**src/rtl/erwa_pkg.sv**
```systemverilog
package erwa_pkg;

    localparam int HISTORY_DEPTH_DEF = 3;
    localparam int OVERFLOW_SPAN_DEF = 256;
    localparam int QUEUE_DEPTH       = 2;

    localparam int TRIG_W     = 8;
    localparam int WAIT_W     = 16;
    localparam int OVL_W      = 8;
    localparam int FACTOR_W   = 16;
    localparam int DIST_W     = 12;
    localparam int CFG_IDX_W  = 2;
    localparam int CFG_DATA_W = 16;

    localparam logic [DIST_W-1:0]   MAX_CM         = 12'd4095;
    localparam logic [TRIG_W-1:0]   TRIG_TICKS_RST = 8'd3;
    localparam logic [WAIT_W-1:0]   WAIT_LIMIT_RST = 16'd40000;
    localparam logic [OVL_W-1:0]    OVL_LIMIT_RST  = 8'd40;
    localparam logic [FACTOR_W-1:0] FACTOR_RST     = 16'd4496;

    typedef enum logic [CFG_IDX_W-1:0] {
        CFG_TRIGGER_TICKS   = 2'd0,
        CFG_ECHO_WAIT_LIMIT = 2'd1,
        CFG_OVERFLOW_LIMIT  = 2'd2,
        CFG_CM_PER_TICK     = 2'd3
    } t_cfg_index;

    typedef struct packed {
        logic trig;
        logic done;
        logic ok;
    } t_front_flags;

endpackage

```
**src/rtl/erwa_front.sv**
```systemverilog
module erwa_front #(
    parameter int OVERFLOW_SPAN = erwa_pkg::OVERFLOW_SPAN_DEF,
    localparam int CNT_W = $clog2((2 ** erwa_pkg::OVL_W) * OVERFLOW_SPAN + 2)
) (
    input  logic                          i_clk,
    input  logic                          i_rst_n,
    input  logic                          i_fire,
    input  logic                          i_start_req,
    input  logic                          i_echo,
    input  logic [erwa_pkg::TRIG_W-1:0]   i_trigger_ticks,
    input  logic [erwa_pkg::WAIT_W-1:0]   i_echo_wait_limit,
    input  logic [erwa_pkg::OVL_W-1:0]    i_overflow_limit,
    output erwa_pkg::t_front_flags        o_flags,
    output logic [CNT_W-1:0]              o_count
);

    typedef enum logic [3:0] {
        PH_IDLE = 4'b0001,
        PH_TRIG = 4'b0010,
        PH_WAIT = 4'b0100,
        PH_MEAS = 4'b1000
    } t_phase;

    t_phase                        r_phase, n_phase;
    logic [erwa_pkg::WAIT_W-1:0]   r_pcnt, n_pcnt;
    logic [CNT_W-1:0]              r_ecnt, n_ecnt;
    logic [erwa_pkg::WAIT_W-1:0]   pcnt_inc;
    logic [CNT_W-1:0]              ecnt_inc;
    logic [CNT_W-1:0]              cap;
    erwa_pkg::t_front_flags        flags;

    assign pcnt_inc = r_pcnt + erwa_pkg::WAIT_W'(1);
    assign ecnt_inc = r_ecnt + CNT_W'(1);
    assign cap      = CNT_W'((CNT_W'(i_overflow_limit) + CNT_W'(1)) * CNT_W'(OVERFLOW_SPAN));

    always_comb begin
        n_phase = r_phase;
        n_pcnt  = r_pcnt;
        n_ecnt  = r_ecnt;
        flags   = '0;
        unique case (r_phase)
            PH_IDLE: begin
                if (i_start_req) begin
                    flags.trig = 1'b1;
                    if (i_trigger_ticks <= erwa_pkg::TRIG_W'(1)) begin
                        n_phase = PH_WAIT;
                        n_pcnt  = '0;
                    end else begin
                        n_phase = PH_TRIG;
                        n_pcnt  = erwa_pkg::WAIT_W'(1);
                    end
                end
            end
            PH_TRIG: begin
                flags.trig = 1'b1;
                if (pcnt_inc >= erwa_pkg::WAIT_W'(i_trigger_ticks)) begin
                    n_phase = PH_WAIT;
                    n_pcnt  = '0;
                end else begin
                    n_pcnt = pcnt_inc;
                end
            end
            PH_WAIT: begin
                if (i_echo) begin
                    n_phase = PH_MEAS;
                    n_ecnt  = CNT_W'(1);
                end else begin
                    n_pcnt = pcnt_inc;
                    if (pcnt_inc >= i_echo_wait_limit) begin
                        flags.done = 1'b1;
                    end
                end
            end
            PH_MEAS: begin
                if (i_echo) begin
                    n_ecnt = ecnt_inc;
                    if (ecnt_inc > cap) begin
                        flags.done = 1'b1;
                    end
                end else begin
                    flags.done = 1'b1;
                    flags.ok   = 1'b1;
                end
            end
            default: begin
                n_phase = PH_IDLE;
            end
        endcase
        if (flags.done) begin
            n_phase = PH_IDLE;
            n_pcnt  = '0;
            n_ecnt  = '0;
        end
    end

    always_ff @(posedge i_clk) begin
        if (!i_rst_n) begin
            r_phase <= PH_IDLE;
            r_pcnt  <= '0;
            r_ecnt  <= '0;
        end else if (i_fire) begin
            r_phase <= n_phase;
            r_pcnt  <= n_pcnt;
            r_ecnt  <= n_ecnt;
        end
    end

    assign o_flags = flags;
    assign o_count = r_ecnt;

endmodule

```
**src/rtl/erwa_queue.sv**
```systemverilog
module erwa_queue #(
    parameter int DATA_W = 8
) (
    input  logic              i_clk,
    input  logic              i_rst_n,
    input  logic              i_wr_valid,
    output logic              o_wr_ready,
    input  logic [DATA_W-1:0] i_wr_data,
    output logic              o_rd_valid,
    input  logic              i_rd_ready,
    output logic [DATA_W-1:0] o_rd_data
);

    localparam int PTR_W = $clog2(erwa_pkg::QUEUE_DEPTH);
    localparam int CNT_W = $clog2(erwa_pkg::QUEUE_DEPTH + 1);

    logic [DATA_W-1:0] r_mem [erwa_pkg::QUEUE_DEPTH];
    logic [PTR_W-1:0]  r_wr_ptr, r_rd_ptr;
    logic [CNT_W-1:0]  r_cnt;
    logic              push, pop;

    assign o_wr_ready = (r_cnt != CNT_W'(erwa_pkg::QUEUE_DEPTH));
    assign o_rd_valid = (r_cnt != '0);
    assign o_rd_data  = r_mem[r_rd_ptr];
    assign push       = i_wr_valid && o_wr_ready;
    assign pop        = o_rd_valid && i_rd_ready;

    always_ff @(posedge i_clk) begin
        if (push) begin
            r_mem[r_wr_ptr] <= i_wr_data;
        end
    end

    always_ff @(posedge i_clk) begin
        if (!i_rst_n) begin
            r_wr_ptr <= '0;
            r_rd_ptr <= '0;
            r_cnt    <= '0;
        end else begin
            if (push) begin
                r_wr_ptr <= (r_wr_ptr == PTR_W'(erwa_pkg::QUEUE_DEPTH - 1)) ? '0
                          : r_wr_ptr + PTR_W'(1);
            end
            if (pop) begin
                r_rd_ptr <= (r_rd_ptr == PTR_W'(erwa_pkg::QUEUE_DEPTH - 1)) ? '0
                          : r_rd_ptr + PTR_W'(1);
            end
            if (push && !pop) begin
                r_cnt <= r_cnt + CNT_W'(1);
            end else if (pop && !push) begin
                r_cnt <= r_cnt - CNT_W'(1);
            end
        end
    end

endmodule

```
**src/rtl/erwa_back.sv**
```systemverilog
module erwa_back #(
    parameter int HISTORY_DEPTH = erwa_pkg::HISTORY_DEPTH_DEF,
    parameter int CNT_W = 17
) (
    input  logic                          i_clk,
    input  logic                          i_rst_n,
    input  logic [erwa_pkg::FACTOR_W-1:0] i_factor,
    input  logic                          i_valid,
    output logic                          o_ready,
    input  erwa_pkg::t_front_flags        i_flags,
    input  logic [CNT_W-1:0]              i_count,
    output logic                          o_valid,
    input  logic                          i_ready,
    output logic                          o_trigger,
    output logic                          o_done_res,
    output logic [erwa_pkg::DIST_W-1:0]   o_distance_cm
);

    localparam int DIST_W   = erwa_pkg::DIST_W;
    localparam int PROD_W   = CNT_W + erwa_pkg::FACTOR_W;
    localparam int SUM_W    = $clog2(HISTORY_DEPTH * (2 ** DIST_W - 1) + 1);
    localparam int SLOT_W   = $clog2(HISTORY_DEPTH);
    localparam int FILL_W   = $clog2(HISTORY_DEPTH + 1);
    localparam int RECIP_SH = SUM_W + $clog2(HISTORY_DEPTH);
    localparam int RECIP_W  = RECIP_SH + 1;
    localparam int AVGP_W   = SUM_W + RECIP_W;
    localparam logic [RECIP_W-1:0] RECIP =
        RECIP_W'((2 ** RECIP_SH + HISTORY_DEPTH - 1) / HISTORY_DEPTH);

    typedef enum logic [1:0] {
        K_NONE = 2'd0,
        K_ZERO = 2'd1,
        K_AVG  = 2'd2,
        K_LAST = 2'd3
    } t_kind;

    logic                   rdy1, rdy2, rdy3;

    logic                   r_v1;
    erwa_pkg::t_front_flags r_f1;
    logic [PROD_W-1:0]      r_prod1;

    logic                   r_v2, r_trig2, r_done2;
    t_kind                  r_kind2;
    logic [SUM_W-1:0]       r_sum2;

    logic [DIST_W-1:0]      r_hist [HISTORY_DEPTH];
    logic [SLOT_W-1:0]      r_slot;
    logic [FILL_W-1:0]      r_fill;
    logic [SUM_W-1:0]       r_sum;

    logic                   r_v3, r_trig3, r_done3;
    logic [DIST_W-1:0]      r_dist3, r_last_avg;

    logic [CNT_W-1:0]       cm_raw;
    logic [DIST_W-1:0]      cm, old;
    logic                   take, full;
    logic [SUM_W-1:0]       sum_new;
    logic [FILL_W-1:0]      fill_new;
    t_kind                  kind;
    logic [AVGP_W-1:0]      avg_prod;
    logic [DIST_W-1:0]      avg, dist_sel;

    assign rdy3    = !r_v3 || i_ready;
    assign rdy2    = !r_v2 || rdy3;
    assign rdy1    = !r_v1 || rdy2;
    assign o_ready = rdy1;

    // ticks to cm
    always_ff @(posedge i_clk) begin
        if (!i_rst_n) begin
            r_v1 <= 1'b0;
        end else if (rdy1) begin
            r_v1 <= i_valid;
        end
    end

    always_ff @(posedge i_clk) begin
        if (rdy1 && i_valid) begin
            r_f1    <= i_flags;
            r_prod1 <= PROD_W'(i_count) * PROD_W'(i_factor);
        end
    end

    // history ring and running sum
    always_comb begin
        cm_raw   = r_prod1[PROD_W-1:erwa_pkg::FACTOR_W];
        cm       = (|cm_raw[CNT_W-1:DIST_W]) ? erwa_pkg::MAX_CM : cm_raw[DIST_W-1:0];
        full     = (r_fill == FILL_W'(HISTORY_DEPTH));
        old      = full ? r_hist[r_slot] : '0;
        sum_new  = r_sum - SUM_W'(old) + SUM_W'(cm);
        fill_new = full ? r_fill : r_fill + FILL_W'(1);
        take     = r_f1.done && r_f1.ok && (cm != '0);
        if (!r_f1.done) begin
            kind = K_NONE;
        end else if (take) begin
            kind = (fill_new == FILL_W'(HISTORY_DEPTH)) ? K_AVG : K_ZERO;
        end else begin
            kind = K_LAST;
        end
    end

    always_ff @(posedge i_clk) begin
        if (!i_rst_n) begin
            r_v2   <= 1'b0;
            r_slot <= '0;
            r_fill <= '0;
            r_sum  <= '0;
        end else if (rdy2) begin
            r_v2 <= r_v1;
            if (r_v1 && take) begin
                r_sum  <= sum_new;
                r_fill <= fill_new;
                r_slot <= (r_slot == SLOT_W'(HISTORY_DEPTH - 1)) ? '0
                        : r_slot + SLOT_W'(1);
            end
        end
    end

    always_ff @(posedge i_clk) begin
        if (rdy2 && r_v1) begin
            r_trig2 <= r_f1.trig;
            r_done2 <= r_f1.done;
            r_kind2 <= kind;
            r_sum2  <= sum_new;
            if (take) begin
                r_hist[r_slot] <= cm;
            end
        end
    end

    // average by reciprocal multiply and output register
    always_comb begin
        avg_prod = AVGP_W'(r_sum2) * AVGP_W'(RECIP);
        avg      = avg_prod[RECIP_SH +: DIST_W];
        unique case (r_kind2)
            K_NONE:  dist_sel = '0;
            K_ZERO:  dist_sel = '0;
            K_AVG:   dist_sel = avg;
            K_LAST:  dist_sel = r_last_avg;
            default: dist_sel = '0;
        endcase
    end

    always_ff @(posedge i_clk) begin
        if (!i_rst_n) begin
            r_v3       <= 1'b0;
            r_last_avg <= '0;
        end else if (rdy3) begin
            r_v3 <= r_v2;
            if (r_v2 && r_kind2 == K_AVG) begin
                r_last_avg <= avg;
            end
        end
    end

    always_ff @(posedge i_clk) begin
        if (rdy3 && r_v2) begin
            r_trig3 <= r_trig2;
            r_done3 <= r_done2;
            r_dist3 <= dist_sel;
        end
    end

    assign o_valid       = r_v3;
    assign o_trigger     = r_trig3;
    assign o_done_res    = r_done3;
    assign o_distance_cm = r_dist3;

endmodule

```
**src/rtl/echo_ranger_with_average_core.sv**
```systemverilog
// Ultrasonic echo ranger with a moving-average filter, one item per 4 us tick.
// Input channel (i_valid/o_ready): i_start_req and the sampled i_echo level.
// Output channel (o_valid/i_ready): exactly one item per input item, in order,
// carrying o_trigger (pin level for that tick), o_done_res (measurement ended)
// and o_distance_cm (filtered distance when done once the history is full, else 0).
// Configuration channel (i_cfg_valid/o_cfg_ready, always ready): i_cfg_index
// selects trigger_ticks, echo_wait_limit, overflow_limit or cm_per_tick_q16.
// Write configuration only while no item is in flight.
// An accepted item passes through the queue, the multiply stage, the filter
// stage and the output register, in that order.
// Throughput: one item per cycle while i_ready is high; the phase state machine
// in the front and the history/average registers in the back never stall it.
// A 2-entry queue separates the front from the back; when the receiver holds
// i_ready low the three back stages fill, then the queue, and o_ready drops
// once five items are held. No item is lost or repeated.
// Reset (synchronous, active low) returns the phase to idle, clears the
// history fill state and last average, and loads the default registers.
module echo_ranger_with_average_core #(
    parameter int HISTORY_DEPTH = erwa_pkg::HISTORY_DEPTH_DEF,
    parameter int OVERFLOW_SPAN = erwa_pkg::OVERFLOW_SPAN_DEF
) (
    input  logic                            i_clk,
    input  logic                            i_rst_n,
    input  logic                            i_valid,
    output logic                            o_ready,
    input  logic                            i_start_req,
    input  logic                            i_echo,
    output logic                            o_valid,
    input  logic                            i_ready,
    output logic                            o_trigger,
    output logic                            o_done_res,
    output logic [erwa_pkg::DIST_W-1:0]     o_distance_cm,
    input  logic                            i_cfg_valid,
    output logic                            o_cfg_ready,
    input  logic [erwa_pkg::CFG_IDX_W-1:0]  i_cfg_index,
    input  logic [erwa_pkg::CFG_DATA_W-1:0] i_cfg_data
);

    localparam int CNT_W = $clog2((2 ** erwa_pkg::OVL_W) * OVERFLOW_SPAN + 2);
    localparam int FLG_W = $bits(erwa_pkg::t_front_flags);
    localparam int Q_W   = FLG_W + CNT_W;

    logic [erwa_pkg::TRIG_W-1:0]   r_trigger_ticks;
    logic [erwa_pkg::WAIT_W-1:0]   r_echo_wait_limit;
    logic [erwa_pkg::OVL_W-1:0]    r_overflow_limit;
    logic [erwa_pkg::FACTOR_W-1:0] r_cm_per_tick;

    erwa_pkg::t_front_flags        front_flags, back_flags;
    logic [CNT_W-1:0]              front_count, back_count;
    logic [Q_W-1:0]                q_rd_data;
    logic                          q_rd_valid, q_rd_ready;

    assign o_cfg_ready = 1'b1;

    always_ff @(posedge i_clk) begin
        if (!i_rst_n) begin
            r_trigger_ticks   <= erwa_pkg::TRIG_TICKS_RST;
            r_echo_wait_limit <= erwa_pkg::WAIT_LIMIT_RST;
            r_overflow_limit  <= erwa_pkg::OVL_LIMIT_RST;
            r_cm_per_tick     <= erwa_pkg::FACTOR_RST;
        end else if (i_cfg_valid && o_cfg_ready) begin
            unique case (erwa_pkg::t_cfg_index'(i_cfg_index))
                erwa_pkg::CFG_TRIGGER_TICKS:
                    r_trigger_ticks <= i_cfg_data[erwa_pkg::TRIG_W-1:0];
                erwa_pkg::CFG_ECHO_WAIT_LIMIT:
                    r_echo_wait_limit <= i_cfg_data[erwa_pkg::WAIT_W-1:0];
                erwa_pkg::CFG_OVERFLOW_LIMIT:
                    r_overflow_limit <= i_cfg_data[erwa_pkg::OVL_W-1:0];
                erwa_pkg::CFG_CM_PER_TICK:
                    r_cm_per_tick <= i_cfg_data[erwa_pkg::FACTOR_W-1:0];
                default: ;
            endcase
        end
    end

    erwa_front #(
        .OVERFLOW_SPAN (OVERFLOW_SPAN)
    ) u_front (
        .i_clk             (i_clk),
        .i_rst_n           (i_rst_n),
        .i_fire            (i_valid && o_ready),
        .i_start_req       (i_start_req),
        .i_echo            (i_echo),
        .i_trigger_ticks   (r_trigger_ticks),
        .i_echo_wait_limit (r_echo_wait_limit),
        .i_overflow_limit  (r_overflow_limit),
        .o_flags           (front_flags),
        .o_count           (front_count)
    );

    erwa_queue #(
        .DATA_W (Q_W)
    ) u_queue (
        .i_clk      (i_clk),
        .i_rst_n    (i_rst_n),
        .i_wr_valid (i_valid),
        .o_wr_ready (o_ready),
        .i_wr_data  ({front_flags, front_count}),
        .o_rd_valid (q_rd_valid),
        .i_rd_ready (q_rd_ready),
        .o_rd_data  (q_rd_data)
    );

    assign back_flags = erwa_pkg::t_front_flags'(q_rd_data[Q_W-1:CNT_W]);
    assign back_count = q_rd_data[CNT_W-1:0];

    erwa_back #(
        .HISTORY_DEPTH (HISTORY_DEPTH),
        .CNT_W         (CNT_W)
    ) u_back (
        .i_clk         (i_clk),
        .i_rst_n       (i_rst_n),
        .i_factor      (r_cm_per_tick),
        .i_valid       (q_rd_valid),
        .o_ready       (q_rd_ready),
        .i_flags       (back_flags),
        .i_count       (back_count),
        .o_valid       (o_valid),
        .i_ready       (i_ready),
        .o_trigger     (o_trigger),
        .o_done_res    (o_done_res),
        .o_distance_cm (o_distance_cm)
    );

endmodule

```
**config.mk**
```make
export PLATFORM = sky130hd
export DESIGN_NAME = echo_ranger_with_average_core
export DESIGN_NICKNAME = d
export VERILOG_FILES = /design/src/rtl/erwa_pkg.sv /design/src/rtl/erwa_front.sv /design/src/rtl/erwa_queue.sv /design/src/rtl/erwa_back.sv /design/src/rtl/echo_ranger_with_average_core.sv
export SDC_FILE = /design/constraint.sdc
export NUM_CORES = 1
export LEC_CHECK = 0
export BUFFER_PORTS_ARGS = -buffer_cell sky130_fd_sc_hd__clkbuf_2
export CAP_MARGIN = 25
export CORE_ASPECT_RATIO = 0.5
export CORE_MARGIN = 8
export CORE_UTILIZATION = 50
export CTS_CLUSTER_SIZE = 12
export DETAILED_ROUTE_END_ITERATION = 10
export PLACE_DENSITY = 0.66
export SYNTH_ARGS = -nofsm -noshare
export SYNTH_HDL_FRONTEND = slang
export SYNTH_SLANG_ARGS = --single-unit
```
**constraint.sdc**
```tcl
create_clock -name i_clk -period 8.45 [get_ports i_clk]
set_input_delay 0.4225 -clock i_clk [delete_from_list [all_inputs] [get_ports i_clk]]
set_output_delay 0.4225 -clock i_clk [all_outputs]
set_load 0.01 [all_outputs]
```
==> results.md <==
- GR Overflow Total: 0
- Crit-path max FO: 16
- Sequential-to-total area share from yosys stat: 0.268
- Vias/cell: 5.38
- Final #Nets: 3,005
- Status: completed
- Cell row count: 56
- Port buffer count: 40
- Slowest-stage cell, CP: dfxtp_1
- Syn Std Cell Area: 23,600 um^2
- CP most frequent cell: fa_1
- Slew HR: 0.324
- Main flop type after synthesis: edfxtp_1
- Clock Path Buffers: 3
- Hold crit path type: in -> reg
- CTS buffer count: 27
- Max Cap Violations: 0
- Area of the die: 54,900 um^2
- Worst setup EP type: register
- EDFF count, synth: 128
- Die Wd: 324 um
- Final Cycle Share: 0.862
- Antenna Cells: 0
- Synth Area per Inst: 9.61 um^2
- Clock transition at path regs: 60 ps
- Worst EP arrival: 7580 ps
- Hold path startpoint: i_cfg_data[8]
- Max incr delay on CP: 790 ps
- Post-Synthesis Cells: 2,461
- Largest net degree at the start of global routing: 93
- Area growth syn-to-layout: 7.02%
- Post-DP HPWL: 41,600 um
- First-pass GRT wire length: 90,300 um
- Worst Skew: 23.8 ps
- Area contributors post-synth: fa_1 (23%), edfxtp_1 (16%), ha_1 (13%)
- H-tree levels: 1
- Synth area leader: fa_1
- Final Critical Period: 7280 ps
- Mapped Nets: 3,004
- Post-DRT Antenna Nets: 0
- Postcts setup bufs: 0
- Final setup violation count: 0
- CTS tree: yes
- Gr usage total: 0.200
- RSZ-0062 raised after global routing: false
- First-pass iteration count of the detailed router: 5
- Root Buffer: clkbuf_16
- Worst-Skew Late Latency: 550 ps
- Setup TNS: 0 ps
- # IOs: 42
- Synth top area share: 0.233
- Slew @ Worst Pin: 1010 ps
- Post-CTS Resized: 0
- Number of global-route vias before repair: 17,100
- Initial Util: 0.506
- Initial antenna violation count: 0
- Delay-heaviest family, CP: adder cells
- Fraction of registers with async set/reset: 0
- Initial DRC count: 917
- GP Congestion: 0.889
- # clock sinks: 253
- Fmax: 137 MHz
- DIE HEIGHT: 170 um
- Share of cells above drive strength 1: 0.0580
- Routed via count: 16,800
- Core Box Area: 46,700 um^2
- Drt wl/cell: 17.2 um
- DRC viols: 0
- Critical path buffer and inverter count: 5
- Synth cell types: 75
- Final wirelength: 53,700 um
- Number of hold buffers added after cts: 0
- Synth Register Bits: 253
- Slew Limit Fails: 0
- Hold Fails Final Rpt: 0
- CP Class: reg -> reg
- Cells along the critical path: buf_4 > mux2_2 > and2_1 > fa_1 > inv_1 > fa_1 > fa_1 > inv_1 > fa_1 > fa_1 > inv_1 > fa_1 > inv_1 > ha_1 > o211ai_1 > o21bai_1 > o311ai_2 > a21oi_1 > o21ai_1 > o41ai_2 > o21bai_1 > xor2_1
- Required @ worst endpoint: 8750 ps
- CP Launch Type: register
- Synth warnings: 0
cells by family after synthesis:
group                    count (synthesis)  share of synthesized area
buffers and inverters                  497                     0.0797
multiplexers                            43                     0.0193
adder cells (fa/ha/maj)                518                      0.361
XOR/XNOR                                71                     0.0263
other                                    1                   0.000159
flip-flops                             253                      0.268
AO/OA/AOI/OAI                          311                     0.0852
AND/OR/NAND/NOR                        767                      0.160
final timing paths:
path                              to  slack [ps]  cells past startpoint
setup / recovery  u_back.r_prod1[31]        1170                     22
hold / removal      r_cm_per_tick[8]         120                      3
setup reg to reg  u_back.r_prod1[31]        1170                     22
hold reg to reg     u_back.o_trigger         450                      0
cell usage in the layout (no fill, tap or decap), drive strengths merged, types with 23 or more instances in the layout:
cell	count
dfxtp	125
nand2	332
mux2i	23
nand3	46
a21oi	116
nor2	76
clkbuf	82
xnor2	48
or3	29
edfxtp	128
xor2	23
fa	275
and2	151
ha	243
inv	412
o21ai	50
layout make-up:
type | count | area, um^2
Sequential cell | 253 | 6350
Clock inverter | 7 | 80.1
Clock buffer | 42 | 752
Timing Repair Buffer | 59 | 370
Tap cell | 638 | 798
Inverter | 410 | 1540
Multi-Input combinational cell | 1711 | 15400
Fill cell | 4191 | 21400
metrics by stage:
step	setup WS [ps]	instances	hold slack, ps	util	instance area (um^2)
3_3_place_gp	1240	3068	435	0.523	24400
3_5_place_dp	1150	3070	447	0.523	24400
6_report	1170	3120	116	0.541	25300
4_1_cts	1130	3119	88.7	0.541	25300
2_1_floorplan	1680	2461	400	-	23600
5_1_grt	747	3120	107	0.541	25300
cell usage after synthesis, types with 4 or more instances:
cell type  number
o31ai_1         4
ha_1          243
o21ai_0        48
nor3_1         20
or4_1           6
a21o_1         19
nand2b_1       11
or2_2          11
mux2_2         20
o21a_1         15
and3_1         17
and4_1          5
nand2_1       332
o211ai_1       16
a211o_1         4
nor2b_1        15
a31oi_1         9
nand3b_1        6
xnor2_1        48
xor2_1         23
inv_1         410
dfxtp_1       125
nand4_1        19
o21bai_1        4
nand3_1        46
clkbuf_1       72
buf_4           4
o221ai_1        4
and2_1        150
nor2_1         76
a21boi_0        5
a21oi_1       116
a211oi_1        6
a22o_1          8
nor3b_1         5
fa_1          275
a22oi_1         6
o22ai_1        12
or3_1          29
nor4_1          8
buf_1           7
buf_2           4
mux2i_1        23
edfxtp_1      128
routing by layer:
layer	track usage	vias to the layer above	routed length [um]
li1	-	8031	-
met3	0.0256	74	2780
met2	0.327	388	24500
met4	0.0419	0	1010
met1	0.285	8290	25400
met5	0	-	0
sequential cells by signal, summed over array words and instances (netlist names), 2 cells and up, named ones only:
| signal | count |
|---|---|
| u_front.r_phase | 4 |
| u_back.r_last_avg | 12 |
| u_front.r_pcnt | 16 |
| u_back.r_hist | 36 |
| u_back.r_sum | 14 |
| u_front.o_count | 17 |
| u_queue.r_cnt | 2 |
| u_back.r_prod1 | 17 |
| r_trigger_ticks | 8 |
| u_back.r_f1 | 3 |
| u_back.r_kind2 | 2 |
| r_echo_wait_limit | 16 |
| u_back.r_fill | 2 |
| r_cm_per_tick | 16 |
| u_back.r_slot | 2 |
| u_back.r_sum2 | 14 |
| u_queue.r_mem | 40 |
| r_overflow_limit | 8 |
| u_back.o_distance_cm | 12 |
worst min-delay path: cells and delay by family:
| family | cells | cell delay (ps) |
|---|---|---|
| AND/OR/NAND/NOR | 2 | 120 |
| buffers and inverters | 1 | 90 |
Power is not shown: default switching activity piles up to over one toggle a cycle in this logic, so the estimate is an artifact.
